$ cat config.mk
export PLATFORM = sky130hd
export DESIGN_NAME = cifst_scan
export DESIGN_NICKNAME = d
export VERILOG_FILES = /design/src/design/cifst_pkg.sv /design/src/design/cifst_scan.sv
export SDC_FILE = /design/constraint.sdc
export NUM_CORES = 1
export LEC_CHECK = 0
export BUFFER_PORTS_ARGS = -buffer_cell sky130_fd_sc_hd__buf_2
export CORE_AREA = 3 3 237 239
export DETAILED_ROUTE_END_ITERATION = 8
export DIE_AREA = 0 0 240 242
export PLACE_DENSITY_LB_ADDON = 0.2
export SLEW_MARGIN = 20
export SYNTH_ARGS = -nofsm -noshare
export SYNTH_HDL_FRONTEND = slang
export SYNTH_SLANG_ARGS = --single-unit
$ cat constraint.sdc
create_clock -name clk -period 6.5 [get_ports clk]
set_input_delay 0.325 -clock clk [delete_from_list [all_inputs] [get_ports clk]]
set_output_delay 0.325 -clock clk [all_outputs]
set_load 0.02 [all_outputs]
$ cat src/design/cifst_pkg.sv
// ----------------------------------------------------------------------------
// cifst_pkg: shared types and constants of the CAN frame statistics table
// Slot count, entry layout, command and status codes, item and result types.
// ----------------------------------------------------------------------------
package cifst_pkg;

	// Number of table slots (1 to 64) and the width of a slot index
	localparam int SLOT_COUNT = 64;
	localparam int SLOT_W     = (SLOT_COUNT > 1) ? $clog2(SLOT_COUNT) : 1;

	// Command codes
	localparam logic CMD_RECORD = 1'b0;
	localparam logic CMD_READ   = 1'b1;

	// Result status codes
	localparam logic [1:0] STATUS_NEW  = 2'd0;
	localparam logic [1:0] STATUS_UPD  = 2'd1;
	localparam logic [1:0] STATUS_FULL = 2'd2;
	localparam logic [1:0] STATUS_READ = 2'd3;

	// One table entry as held in the memory
	typedef struct packed {
		logic [1:0]  bus;
		logic [10:0] id;
		logic [31:0] count;
		logic [31:0] stamp;
		logic [3:0]  length;
		logic [63:0] payload;
	} entry_t;

	// One input item
	typedef struct packed {
		logic        command;
		logic [1:0]  bus_number;
		logic [10:0] can_id;
		logic [3:0]  length_code;
		logic [63:0] payload;
		logic [31:0] now_ms;
		logic [5:0]  read_index;
	} item_t;

	// One result item
	typedef struct packed {
		logic [1:0]  status;
		logic [5:0]  slot;
		logic [1:0]  slot_bus;
		logic [10:0] slot_id;
		logic [31:0] slot_count;
		logic [31:0] slot_time;
		logic [3:0]  slot_length;
		logic [63:0] slot_payload;
		logic [31:0] full_events;
	} result_t;

	// Low six bits of a slot index, zero extended for small tables
	function automatic logic [5:0] slot_field(input logic [SLOT_W-1:0] idx);
		logic [31:0] w;
		w = 32'(idx);
		return w[5:0];
	endfunction

endpackage

$ cat src/design/cifst_scan.sv
// ----------------------------------------------------------------------------
// cifst_scan: command sequencer
// Walks the table one slot per cycle for a record command, reads one slot
// for a read command, writes the updated entry back and forms the result.
// ----------------------------------------------------------------------------
module cifst_scan (
	input  logic                          clk,
	input  logic                          arst_n,
	input  logic                          in_valid,
	output logic                          in_ready,
	input  cifst_pkg::item_t              in_item,
	input  logic                          out_free,
	output logic                          res_valid,
	output cifst_pkg::result_t            res,
	output logic                          rd_en,
	output logic [cifst_pkg::SLOT_W-1:0]  rd_addr,
	input  cifst_pkg::entry_t             rd_entry,
	input  logic                          rd_valid,
	output logic                          wr_en,
	output logic [cifst_pkg::SLOT_W-1:0]  wr_addr,
	output cifst_pkg::entry_t             wr_entry
);

	localparam logic S_IDLE = 1'b0;
	localparam logic S_EVAL = 1'b1;

	logic                          state_q;
	logic [cifst_pkg::SLOT_W-1:0]  idx_q;
	cifst_pkg::item_t              item_q;
	logic [31:0]                   ovf_q;

	logic                          accept;
	logic                          eval;
	logic                          is_read;
	logic [31:0]                   cur_count;
	logic                          empty;
	logic                          match;
	logic                          hit;
	logic                          last;
	logic                          advance;
	logic                          in_range;
	cifst_pkg::entry_t             new_entry;

	// Slot evaluation
	always_comb begin
		logic [31:0] ridx_w;
		logic [31:0] qidx_w;
		ridx_w    = 32'(in_item.read_index);
		qidx_w    = 32'(item_q.read_index);
		accept    = in_valid && in_ready;
		eval      = (state_q == S_EVAL);
		is_read   = (item_q.command == cifst_pkg::CMD_READ);
		cur_count = rd_valid ? rd_entry.count : 32'd0;
		empty     = (cur_count == 32'd0);
		match     = rd_valid && (rd_entry.bus == item_q.bus_number)
			&& (rd_entry.id == item_q.can_id);
		hit       = empty || match;
		last      = (idx_q == cifst_pkg::SLOT_W'(cifst_pkg::SLOT_COUNT - 1));
		in_range  = (qidx_w < 32'(cifst_pkg::SLOT_COUNT));
		advance   = eval && !is_read && !hit && !last;
		res_valid = eval && (is_read || hit || last) && out_free;

		rd_en = accept || advance;
		if (accept) begin
			rd_addr = (in_item.command == cifst_pkg::CMD_READ)
				? ridx_w[cifst_pkg::SLOT_W-1:0] : '0;
		end else begin
			rd_addr = idx_q + cifst_pkg::SLOT_W'(1);
		end

		new_entry.bus     = item_q.bus_number;
		new_entry.id      = item_q.can_id;
		new_entry.count   = cur_count + 32'd1;
		new_entry.stamp   = item_q.now_ms;
		new_entry.length  = item_q.length_code;
		new_entry.payload = item_q.payload;

		wr_en    = eval && !is_read && hit && out_free;
		wr_addr  = idx_q;
		wr_entry = new_entry;
	end

	// Result formation
	always_comb begin
		res             = '0;
		res.full_events = ovf_q;
		if (is_read) begin
			res.status = cifst_pkg::STATUS_READ;
			res.slot   = item_q.read_index;
			if (rd_valid && in_range) begin
				res.slot_bus     = rd_entry.bus;
				res.slot_id      = rd_entry.id;
				res.slot_count   = rd_entry.count;
				res.slot_time    = rd_entry.stamp;
				res.slot_length  = rd_entry.length;
				res.slot_payload = rd_entry.payload;
			end
		end else if (hit) begin
			res.status       = empty ? cifst_pkg::STATUS_NEW : cifst_pkg::STATUS_UPD;
			res.slot         = cifst_pkg::slot_field(idx_q);
			res.slot_bus     = new_entry.bus;
			res.slot_id      = new_entry.id;
			res.slot_count   = new_entry.count;
			res.slot_time    = new_entry.stamp;
			res.slot_length  = new_entry.length;
			res.slot_payload = new_entry.payload;
		end else begin
			res.status      = cifst_pkg::STATUS_FULL;
			res.full_events = ovf_q + 32'd1;
		end
	end

	assign in_ready = (state_q == S_IDLE);

	// Item register, no reset needed
	always_ff @(posedge clk) begin
		if (accept) begin
			item_q <= in_item;
		end
	end

	// Sequencer state, scan index and table-full counter
	always_ff @(posedge clk or negedge arst_n) begin
		if (!arst_n) begin
			state_q <= S_IDLE;
			idx_q   <= '0;
			ovf_q   <= 32'd0;
		end else begin
			case (state_q)
				S_IDLE: begin
					if (accept) begin
						state_q <= S_EVAL;
						idx_q   <= '0;
					end
				end
				S_EVAL: begin
					if (advance) begin
						idx_q <= idx_q + cifst_pkg::SLOT_W'(1);
					end
					if (res_valid) begin
						state_q <= S_IDLE;
						if (!is_read && !hit) begin
							ovf_q <= ovf_q + 32'd1;
						end
					end
				end
				default: begin
					state_q <= S_IDLE;
				end
			endcase
		end
	end

	// Checks
	a_accept_eval: assert property (@(posedge clk) disable iff (!arst_n)
		accept |=> (state_q == S_EVAL))
		else $error("scan did not start after an accepted transfer");

	a_advance_step: assert property (@(posedge clk) disable iff (!arst_n)
		advance |=> (idx_q == $past(idx_q) + cifst_pkg::SLOT_W'(1)))
		else $error("scan index did not step by one");

	a_no_rw_overlap: assert property (@(posedge clk) disable iff (!arst_n)
		!(wr_en && rd_en))
		else $error("table read and write in the same cycle");

	a_result_room: assert property (@(posedge clk) disable iff (!arst_n)
		res_valid |-> out_free)
		else $error("result issued while output register occupied");

	a_full_count: assert property (@(posedge clk) disable iff (!arst_n)
		(res_valid && (res.status == cifst_pkg::STATUS_FULL))
		|=> (ovf_q == $past(ovf_q) + 32'd1))
		else $error("table-full counter not incremented");

endmodule

* Yosys cells after proc, flatten, opt, wreduce, memory -nomap -nowiden
Index checks and enable logic that the tools add are counted.
W data, S select, Z words.
** Storage, ports and cells
- Register bits after elaboration :: 159
- Latch bits :: 0
- RAM bits :: 0
- Memory bits (read-only) :: 0
- Output and inout port bits :: 346
- Word-level logic and storage cells :: 56
- Memories :: 0
** Operators by class
- Add/subtract/negate cells :: 3
- $mul :: 0
- Div/mod/pow operators :: 0
- Order comparisons :: 0
- Equal/unequal tests :: 5
- Shifts and indexed selects :: 0
- Mux-type cells :: 16
- Bitwise operators :: 1
- Reductions and logical operators :: 21
** Operators by type and width (number)
- $mux W153 :: 1
- $mux W151 :: 1
- $mux W145 :: 1
- $mux W32 :: 3
- $add A32 B1 Y32 const B :: 2
- $logic_not A32 Y1 :: 1
- $mux W6 :: 4
- $pmux W6 S2 :: 1
- $eq A11 B11 Y1 :: 1
- $logic_and A1 B1 Y1 :: 11
- $add A6 B1 Y6 const B :: 1
- $eq A6 B6 Y1 const B :: 1
- $logic_or A1 B1 Y1 :: 4
- $ne A2 B1 Y1 const B :: 2
- $logic_not A1 Y1 :: 3
- $mux W1 :: 3
- $reduce_and A3 Y1 :: 1
- $eq A2 B2 Y1 :: 1
- $mux W2 :: 1
- $pmux W1 S2 :: 1
- $reduce_and A2 Y1 :: 1
- $not A1 Y1 :: 1

* Depth between registers and ports, before layout
Gate-level depths: netlist of run 1.
- Depth after elaboration :: 10
- Mapped depth :: 14
- Mapped depth without buffers :: 9

* Least setup slack after synthesis of run 1
No wires, ideal clock.
- Path type :: reg-to-output
- From :: register state_q, in the netlist eval
- To :: output port rd_addr[2] (netlist bit)
- Arrival :: 5.677 ns
- Required time :: 6.175 ns
- Setup slack :: 0.498 ns
- Stages on the path, launching flop included :: 7
- Buffers on the path :: 2
- Cells stage by stage :: dfrtp_1 > clkbuf_1 > inv_1 > nand2_1 > inv_1 > clkbuf_1 > o21ai_0
** On the way
- Word-level cells in the longest chain between the ends :: 3
** RTL lines
- from (decl) :: line cifst_scan.sv:27 : logic state_q;
- from (signal assigned) :: line cifst_scan.sv:125 : state_q <= S_IDLE;
- from (signal assigned) :: line cifst_scan.sv:132 : state_q <= S_EVAL;
- from (signal assigned) :: line cifst_scan.sv:141 : state_q <= S_IDLE;
- $not A1 Y1
- named net in_ready :: line cifst_scan.sv:10 : output logic in_ready,
- $logic_and A1 B1 Y1 :: line cifst_scan.sv:50 : accept = in_valid && in_ready;
- named net accept :: line cifst_scan.sv:32 : logic accept;
- $mux W6 :: line cifst_scan.sv:64 : if (accept) begin
- to (decl) :: line cifst_scan.sv:16 : output logic [cifst_pkg::SLOT_W-1:0] rd_addr,
The timed path passes the listed nets, and every way through them passes these cells.

==> impl_results.md, run 1 <==
* Synth area leaders: edfxtp_1 (37%), a22o_1 (11%), dfrtp_1 (10%)
* Starting Density at a little under a fifth
* Post-cts gate resize count at 0
* Root Driver: clkbuf_16
* Top cells by count, synth: a22o_1 (124), edfxtp_1 (120), buf_4 (114)
* Dpl ws at ~2400 ps
* Synth top area share at 36.9%
* Critical path class: reg -> out
* Synth Flop Type: edfxtp_1
* Worst EP arrival at 3910 ps
* # IOs at just over 600
* GPL Wtd Cong at between 0.8 and 0.9
* DR iter-0 viols at 520
* Slowest-stage cell, CP: or4_1
* Vias at roughly 9,800
* Total wire length at around 45,000 um
* Syn_nets at around 1,200
* Slew margin rel. at around a third
* Die height at around 240 um
* Final cell count without fillers at approximately 2,200
* Hold Slack at about 62 ps
* Clock buffer depth at 2
* IO buf count at between 600 and 700
* Initial antenna violation count at 4
* Worst EP required at 6170 ps
* Fin worst setup slack at around 2300 ps
* First-pass iteration count of the detailed router at 5
* Endpoint class of the critical path: output pin
* Skew-Pair Late Insertion Delay at about 470 ps
* Sequential share of the synthesized area at 46.8%
* Layout cells sized above 1 at around 43%
* VDD IR max at 0.166 mV
* CP peak stage delay at around 850 ps
* Final TNS setup at 0 ps
* Unrepaired setup endpoints after global routing: no
* Post-Syn Area at a little under 0.01 sq mm
* Worst-margin pin slew at ~1000 ps
* Reg clk slew, reported paths at approximately 70 ps
* Total power at between 2 and 3 mW
* Worst setup SP type: flip-flop
* Syn Area/Cell at approximately 10 sq um
* Post-synth EDFFs at 120
* NumNets Final at 1,800
* Outcome: finished, final reports clean
* Die width at roughly 240 um
* Ys Warns at 0
* Final hold vios at 0
* Total track usage at about 15%
* Vias in the first global route at 9,928
* Dpl cells at around 2,100
* Total die area at between 0.05 and 0.06 sq mm
* Largest net degree at the start of global routing at 135
* HPWL after detailed placement at about 35,000 um
* Gr ovfl total at 0
* Setup Viol. Count Final at 0
* Yosys top cell by area: edfxtp_1
* First-pass GRT wire length at 63,700 um
* Hold crit path type: in -> reg
* Post-synth ARST share at between 20% and 30%
* Final Skew at 14.2 ps
* Core Region at around 0.054 sq mm
* H-tree levels at 4
* Area delta synth->final at 47.1%
* Fmax at approximately 0.24 GHz
* Crit path cell chain: xnor2_1 > nand4_1 > or4_1 > a21oi_4 > buf_12 > inv_2 > or3_1 > o21ai_0 > buf_2
* Routed Antenna Nets at 0
* LEAKAGE at between 6 and 7 nW
* Most numerous cell in the Yosys netlist: a22o_1
* DR DRC count at 0
* Num Clock Sinks at around 160
* Vias per inst at 4.36
* Wire per inst at about 20 um
* Synth cell types at between 50 and 60
* CTS tree: done
* Final Max Tran Viols at 0
* Power Density at 208 mW/mm^2
* Max_cap viols at 0
* Fin crit share at 65.2%
* TritonCTS Buffers at 17
* Synth Register Bits at 159
* Top fanout value on the critical path at roughly 130
* Minimum clock period at between 4000 and 5000 ps
* Layout filler cell count at just under 6,000
* FP Rows at 85
* Mapped Cells at ~950
==> per-layer routing <==
metal | share of wire (%) | wire [um] | track usage (%) | vias to the layer above
met1 | 41 | 18400 | 17.3 | 4755
met5 | 0.027 | 12 | 0 | -
met3 | 7.4 | 3320 | 4.52 | 39
li1 | - | - | - | 4541
met4 | 1.3 | 589 | 3.71 | 2
met2 | 50 | 22300 | 26.0 | 420
==> sequential cells by signal, indices dropped and copies added (netlist names) <==
| name | cells |
|---|---|
| item_q | 6 |
| ovf_q | 32 |
| is_read | 1 |
| wr_addr | 6 |
| wr_entry | 113 |
| eval | 1 |
==> placed cells by master, fill, tap and decap left out, types with 14 or more instances in the layout <==
master and instances:
nand3_1 34, xnor2_1 45, and2_1 16, nand4_1 25, nor3_1 40, o21ai_0 28, and3_1 17, clkbuf_16 18
edfxtp_1 120, xor2_1 60, dlygate4sd3_1 108, a21oi_1 14, dfrtp_1 39, buf_2 615, a22o_1 124, nor2_1 39
nand2_1 87
==> per-stage QoR <==
step | instance area, sq um | utilization (%)
2_1_floorplan | 9780 | -
3_3_place_gp | 12700 | 23.5
3_5_place_dp | 12700 | 23.5
4_1_cts | 14400 | 26.6
5_1_grt | 14400 | 26.6
6_report | 14400 | 26.6
==> report_power, final <==
group	internal, mW	switching (mW)
clock network	0.573	0.458
logic	0.274	0.463
registers	1.16	0.0588
total	2.01	0.980
==> critical path: cells and delay by family, from the launching register on <==
family | cells | cell delay, ps
flip-flops | 1 | 430
AND/OR/NAND/NOR | 3 | 1510
AO/OA/AOI/OAI | 2 | 340
XOR/XNOR | 1 | 380
buffers and inverters | 3 | 770
==> cell type report <==
type	count	area, sq um	share of cell area [%]
clock inverters	11	100	0.696
inverters	11	46.3	0.322
multi-input cells	607	4070	28.3
repair buffers	730	4220	29.4
flip-flops and latches	159	4580	31.9
diodes	2	5.00	0.0348
clock buffers	21	482	3.35
well taps	696	871	6.06
==> kinds of logic (layout without fill, tap and decap cells) <==
logic type / after synthesis / in the layout / synth area share, %
buffers and inverters: 183 / 773 / 11.6
flip-flops: 159 / 159 / 46.8
multiplexers: 5 / 5 / 0.550
XOR/XNOR: 105 / 105 / 9.41
AND/OR/NAND/NOR: 301 / 301 / 15.7
AO/OA/AOI/OAI: 192 / 192 / 15.3
other: 0 / 2 / 0
adder cells (fa/ha/maj): 4 / 4 / 0.512
==> path summary, 6_finish.rpt <==
kind / slack (ps) / start / cells after the start / endpoint
worst max-delay path: 2260 / wr_entry[144]$_DFFE_PP_ / 9 / res[141]
worst min-delay path: 60 / in_item[111] / 1 / wr_entry[137]$_DFFE_PP_
max in group asynchronous: 5360 / arst_n / 2 / ovf_q[18]$_DFFE_PN0P_
worst max register to register: 3120 / wr_entry[144]$_DFFE_PP_ / 5 / ovf_q[1]$_DFFE_PN0P_
min in group asynchronous: 550 / arst_n / 2 / ovf_q[23]$_DFFE_PN0P_
worst min register to register: 500 / ovf_q[31]$_DFFE_PN0P_ / 1 / ovf_q[31]$_DFFE_PN0P_
==> repair_timing <==
item                                   CTS  global route
buffers inserted                         0             0
hold buffers                           108             0
endpoints found under the hold margin  146             0
Power figures use the tool's default switching activity.
==> run 2, diff against run 1 <==
ABC_AREA = 1   (was default)
clock period = 3.81 ns   (was 6.5 ns; I/O delays follow)
==> run 2 against run 1 <==
Via count increased by 27%. Utilization up 2.2 points. Count of clock-buffer cells in the layout fell by 3. Sequential share of layout area decreased by 2.4 points. Cell area up 8.2%. Clock skew rose by 5.3 ps. Sequential power up 67%. Cell count increased by 25%. Global-route usage rose by 3.1 points. Non-clock buffer count grew 21. Die area stayed put. Worst setup slack got worse by 1800 ps. Critical path type unchanged. Highest routed layer unchanged.
==> impl_results.md, run 2 <==
* Endpoint class of the critical path: output pin
* Top fanout value on the critical path at 7
* Worst EP arrival at around 3200 ps
* Compound-Gate Fraction of Synth Area at about 4%
* Total track usage at between 10% and 20%
* CTS tree: done
* DR DRC count at 0
* NumNets Final at between 2,000 and 2,500
* Final TNS setup at 0 ps
* Gr ovfl total at 0
* Dpl ws at ~730 ps
* Synth Flop Type: edfxtp_1
* Max_cap viols at 0
* Skew-Pair Late Insertion Delay at around 480 ps
* Post-synth EDFFs at 120
* Minimum clock period at roughly 3300 ps
* Sequential share of the synthesized area at 42.0%
* Unrepaired setup endpoints after global routing: no
* LEAKAGE at roughly 8.0 nW
* Die height at approximately 240 um
* # IOs at just over 600
* Post-CTS Setup Bufs at 0
* Fin crit share at around 88%
* Post-CTS Hold Buffers at between 100 and 150
* Root Driver: clkbuf_16
* Core Region at 0.0540 sq mm
* Wire per inst at between 15 and 20 um
* Routed Antenna Nets at 0
* Delay-heaviest family, CP: simple AND/OR/NAND/NOR gates
* GPL Wtd Cong at between 0.9 and 1
* Ys Warns at 0
* VDD IR max at ~0.31 mV
* Buf+Inv Stages, Crit Path at 2
* Total die area at slightly below 0.06 sq mm
* Outcome: finished, final reports clean
* Largest net degree at the start of global routing at between 90 and 100
* First-pass iteration count of the detailed router at 5
* Synth Register Bits at around 160
* Final hold vios at 0
* Reg clk slew, reported paths at roughly 70 ps
* Final Max Tran Viols at 0
* Layout cells sized above 1 at approximately a third
* DR iter-0 viols at roughly 780
* H-tree levels at 4
* Main combinational cell family by area after synthesis: simple AND/OR/NAND/NOR gates
* Post-synth ARST share at between 20% and 30%
* Hold crit path type: in -> reg
* Commonest non-fill, non-tap cell in the layout: buf_2
* Syn Area/Cell at 7.25 sq um
* Total power at about 4.8 mW
* Setup Viol. Count Final at 0
* Mux cell area share after synthesis at 0%
* Synth top area share at between 30% and 40%
* Post-cts gate resize count at 0
* Power Density at 307 mW/mm^2
* Most numerous cell in the Yosys netlist: nand2_1
* XOR/XNOR Fraction of Synth Area at 3.21%
* Vias at around 12,000
* Synth cell types at 26
* Vias per inst at about 4.4
* Critical path class: reg -> out
* FP Rows at 85
* Synth Area in Simple Gates at a little over a third
* Yosys top cell by area: edfxtp_1
* Area delta synth->final at 42.6%
* Crit path cell chain: ha_1 > nand3_1 > nor2_1 > inv_1 > nor2_1 > nand3_1 > nand2_1 > nand2_1 > o21ai_0 > buf_2
* Slowest-stage cell, CP: dfrtp_1
* Fmax at between 0.2 and 0.3 GHz
* Slew margin rel. at about a third
* Num Clock Sinks at between 150 and 200
* HPWL after detailed placement at between 40,000 and 50,000 um
* Synth area leaders: edfxtp_1 (33%), nand2_1 (20%), dfrtp_1 (8.9%)
* Die width at 240 um
* Syn_nets at approximately 1,800
* Worst setup SP type: flip-flop
* Worst EP required at approximately 3600 ps
* CP peak stage delay at 550 ps
* Most frequent cells in the layout: buf_2 (614), nand2_1 (591), nand3_1 (156)
* Mapped Cells at 1,505
* Worst-margin pin slew at 1030 ps
* Top cells by count, synth: nand2_1 (591), nand3_1 (156), edfxtp_1 (120)
* Post-Syn Area at roughly 0.011 sq mm
* Initial antenna violation count at 3
* Final Skew at a little under 20 ps
* IO buf count at between 600 and 700
* Total wire length at 53,400 um
* Max reg flops at roughly 110
* Post-Synth Adder-Cell Area at less than 1%
* Fin worst setup slack at around 460 ps
* Vias in the first global route at between 10,000 and 15,000
* Clock buffer depth at 2
* Starting Density at about a fifth
* First-pass GRT wire length at between 70,000 and 80,000 um
* TritonCTS Buffers at 17
==> run 2: where the power goes <==
group	switching [mW]	internal, mW	total, mW
logic	0.666	0.383	1.05
registers	0.0766	1.96	2.04
clock network	0.796	0.895	1.69
==> run 2: per-stage QoR <==
stage               cell area [sq um]  hold slack, ps  std cells  util, %
CTS                             15600            10.0       2802     28.8
finish                          15600            82.5       2803     28.8
floorplan                       10900            -105       1505        -
global placement                13800             367       2650     25.5
detailed placement              13800             369       2650     25.5
global route                    15600            39.1       2803     28.8
==> run 2: final cells by class <==
class	instances	area [sq um]
antenna	1	2.50
clock buffer	18	429
clock inverter	13	114
fill	6046	38500
inverter	118	450
multi-input combinational	1047	4660
sequential	159	4580
tap	696	871
timing repair buffer	751	4450
==> run 2: logic make-up (layout without fill, tap and decap cells) <==
| logic type | count (synthesis) | count (layout) |
|---|---|---|
| compound gates | 83 | 83 |
| xor+xnor | 40 | 40 |
| fa+ha+maj | 4 | 4 |
| buf+inv | 299 | 900 |
| flops | 159 | 159 |
| other cells | 0 | 1 |
| simple gates | 920 | 920 |
==> run 2: path summary, 6_finish.rpt <==
| check | start | endpoint | slack (ps) | depth (start not counted) |
|---|---|---|---|---|
| worst min register to register | ovf_q[30]$_DFFE_PN0P_ | ovf_q[30]$_DFFE_PN0P_ | 500 | 2 |
| max in group asynchronous | arst_n | ovf_q[5]$_DFFE_PN0P_ | 2730 | 2 |
| worst min-delay path | in_item[119] | is_read$_DFFE_PP_ | 80 | 1 |
| worst max register to register | ovf_q[0]$_DFFE_PN0P_ | ovf_q[14]$_DFFE_PN0P_ | 1260 | 8 |
| worst max-delay path | ovf_q[0]$_DFFE_PN0P_ | res[30] | 460 | 10 |
| min in group asynchronous | arst_n | wr_addr[3]$_DFFE_PN0P_ | 440 | 2 |
==> run 2: layer usage <==
metal / global-route usage, % / vias to the layer above / share of wire [%]
li1: - / 5927 / -
met1: 22.5 / 5903 / 44
met2: 29.8 / 481 / 47
met3: 4.87 / 53 / 7.2
met4: 5.04 / 2 / 1.9
met5: 0 / - / 0.013
==> run 2: worst register-to-register path: cells and delay by family (launching register included) <==
| family | cells | cell delay (ps) |
|---|---|---|
| AND/OR/NAND/NOR | 5 | 1250 |
| flip-flops | 1 | 550 |
| adder cells (fa/ha/maj) | 1 | 390 |
| XOR/XNOR | 1 | 230 |
| buffers and inverters | 1 | 70 |
==> run 3, diff against run 2 <==
GPL_TIMING_DRIVEN = 0   (was default)
RECOVER_POWER = 50   (was default)
==> run 3 against run 2 <==
Flip-flop and latch count stayed put. Clock power rose by 4%. Combinational power is 8% higher. Die area unchanged. Cell area grew 6.2%. Critical path depth rose by 8. Worst setup slack worse by 210 ps. The flow now finishes with violations (capacitance limit, slew limit). Sequential power is essentially flat. Fmax fell by 5.9%.
==> impl_results.md, run 3 (synthesis results as in run 2) <==
* Slew margin rel. at -54.4%
* Area delta synth->final at 51.4%
* First-pass GRT wire length at ~84,000 um
* Psw at 1.67 mW
* Commonest non-fill, non-tap cell in the layout: nand2_1
* Clock buffer depth at 2
* Worst EP arrival at 3370 ps
* Vias at roughly 13,000
* Top fanout value on the critical path at 10
* HPWL after detailed placement at 47,400 um
* Endpoint class of the critical path: output pin
* Reg clk slew, reported paths at around 80 ps
* Combinational share of power at 23.0%
* Switch share at approximately a third
* Max reg flops at approximately 110
* First-pass iteration count of the detailed router at 7
* Int Pwr at 3.25 mW
* Layout cells sized above 1 at 29.4%
* H-tree levels at 4
* Num Clock Sinks at roughly 160
* Total power at roughly 4.9 mW
* VDD IR max at 0.324 mV
* # IOs at 616
* Skew-Pair Late Insertion Delay at 490 ps
* Worst setup SP type: input pin
* Worst r2r src: eval$_DFF_PN0_
* Final TNS setup at 0 ps
* Final instance area at between 0.015 and 0.02 sq mm
* Fin crit share at 93.4%
* GPL Wtd Cong at 0.937
* Gr ovfl total at 0
* Worst EP required at ~3600 ps
* Hold crit path type: in -> reg
* Total wire length at around 58,000 um
* Fmax at around 0.28 GHz
* TritonCTS Buffers at 17
* Final hold vios at 0
* Outcome: complete, but fails checks
* Final Skew at ~25 ps
* FP Rows at 85
* Failing checks: capacitance limit, slew limit
* NumNets Final at 2,535
* Routed Antenna Nets at 0
* Slowest-stage cell, CP: clkbuf_4
* Largest net degree at the start of global routing at ~120
* Wire per inst at 19.6 um
* Sequential power share at between 40% and 50%
* Setup Viol. Count Final at 0
* Most frequent cells in the layout: nand2_1 (591), buf_2 (491), clkbuf_1 (171)
* Root Driver: clkbuf_16
* Layout filler cell count at approximately 6,200
* Total die area at 0.0581 sq mm
* Most frequent cell on the critical path: nand2_1
* Crit path cell chain: buf_6 > buf_4 > buf_2 > clkbuf_4 > nand2_1 > inv_1 > ha_1 > nand2_1 > nor2_2 > nand2_1 > inv_1 > nand2_1 > nor2_1 > nand4_1 > nand2_1 > nand2_1 > o21ai_0 > buf_2
* Clock share of power at 35.8%
* Fin worst setup slack at ~250 ps
* Die width at 240 um
* Die height at around 240 um
* Max_cap viols at 1
* Core Region at roughly 0.054 sq mm
* Starting Density at 20.2%
* Worst-margin pin slew at between 2000 and 2500 ps
* DR iter-0 viols at about 760
* IO buf count at between 600 and 700
* LEAKAGE at around 8.3 nW
* Total track usage at ~20%
* Worst Setup SP: rd_valid
* CTS tree: done
* Dpl cell area at ~0.015 sq mm
* Dpl ws at -494 ps
* Initial antenna violation count at 2
* Vias per inst at about 4.4
* Final Max Tran Viols at 40
* Critical path class: in -> out
* Vias in the first global route at about 13,000
* Worst hold start: out_free
* Power Density at roughly 300 mW/mm^2
* Minimum clock period at ~3600 ps
* CP peak stage delay at about 380 ps
* DR DRC count at 0
* Unrepaired setup endpoints after global routing: no
* Post-layout util at a little under a third
[run 3: changes by cell type in the layout (fill, tap and decap cells not counted), sizes merged]
cell / change
buf: -19
bufinv: -1
clkbuf: +184
clkinv: -1
dlygate4sd3: +1
inv: +4
[run 3: final cells by class]
class	instances	area, sq um	area share (%)
Sequential cell	159	4580	27.7
Multi-Input combinational cell	1047	4660	28.2
Clock buffer	17	425	2.58
Timing Repair Buffer	737	4160	25.2
Buffer	181	1230	7.46
Clock inverter	15	141	0.856
Inverter	118	444	2.69
Tap cell	696	871	5.27
Antenna cell	1	2.50	0.0152
[run 3: power by group through the flow]
stage	clock (mW)	sequential, mW	combinational, mW
floorplan	0	2.07	0.538
global placement	0	2.07	1.04
detailed placement	0	2.07	1.04
CTS	1.85	2.03	1.16
global route	1.89	2.04	1.23
finish	1.76	2.03	1.13
[run 3: final timing paths]
path	endpoint	slack, ps	cells after the start
hold reg to reg	ovf_q[7]$_DFFE_PN0P_	520	2
setup reg to reg	wr_entry[2]$_DFFE_PP_	950	4
hold / removal	ovf_q[1]$_DFFE_PN0P_	230	5
setup / recovery	res[150]	250	18
max in group asynchronous	ovf_q[31]$_DFFE_PN0P_	1560	2
min in group asynchronous	ovf_q[20]$_DFFE_PN0P_	930	2
[run 3: critical path: cells and delay by family]
kind | cells | cell delay (ps)
buffers and inverters | 7 | 1460
AND/OR/NAND/NOR | 9 | 1400
AO/OA/AOI/OAI | 1 | 170
adder cells (fa/ha/maj) | 1 | 160
[run 3: timing repair]
item                                    4_1_cts  5_1_grt
gates resized for setup                       5        6
cloned                                        0        0
endpoints found under the hold margin       160        0
setup buffers                                 0        0
hold buffers                                122        0
endpoints found under the setup margin      192       16
[run 3: metrics by stage]
stage / cells / hold WS, ps
after CTS: 2970 / 192
final: 2971 / 231
after global routing: 2970 / 265
after floorplan: 1505 / -105
after detailed placement: 2816 / 369
after global placement: 2815 / 368
[run 3: layer usage]
layer	track usage (%)	part of all wire, %
met1	24.3	43
met3	6.09	8.2
met4	6.28	2.5
met2	32.2	47
met5	0	0
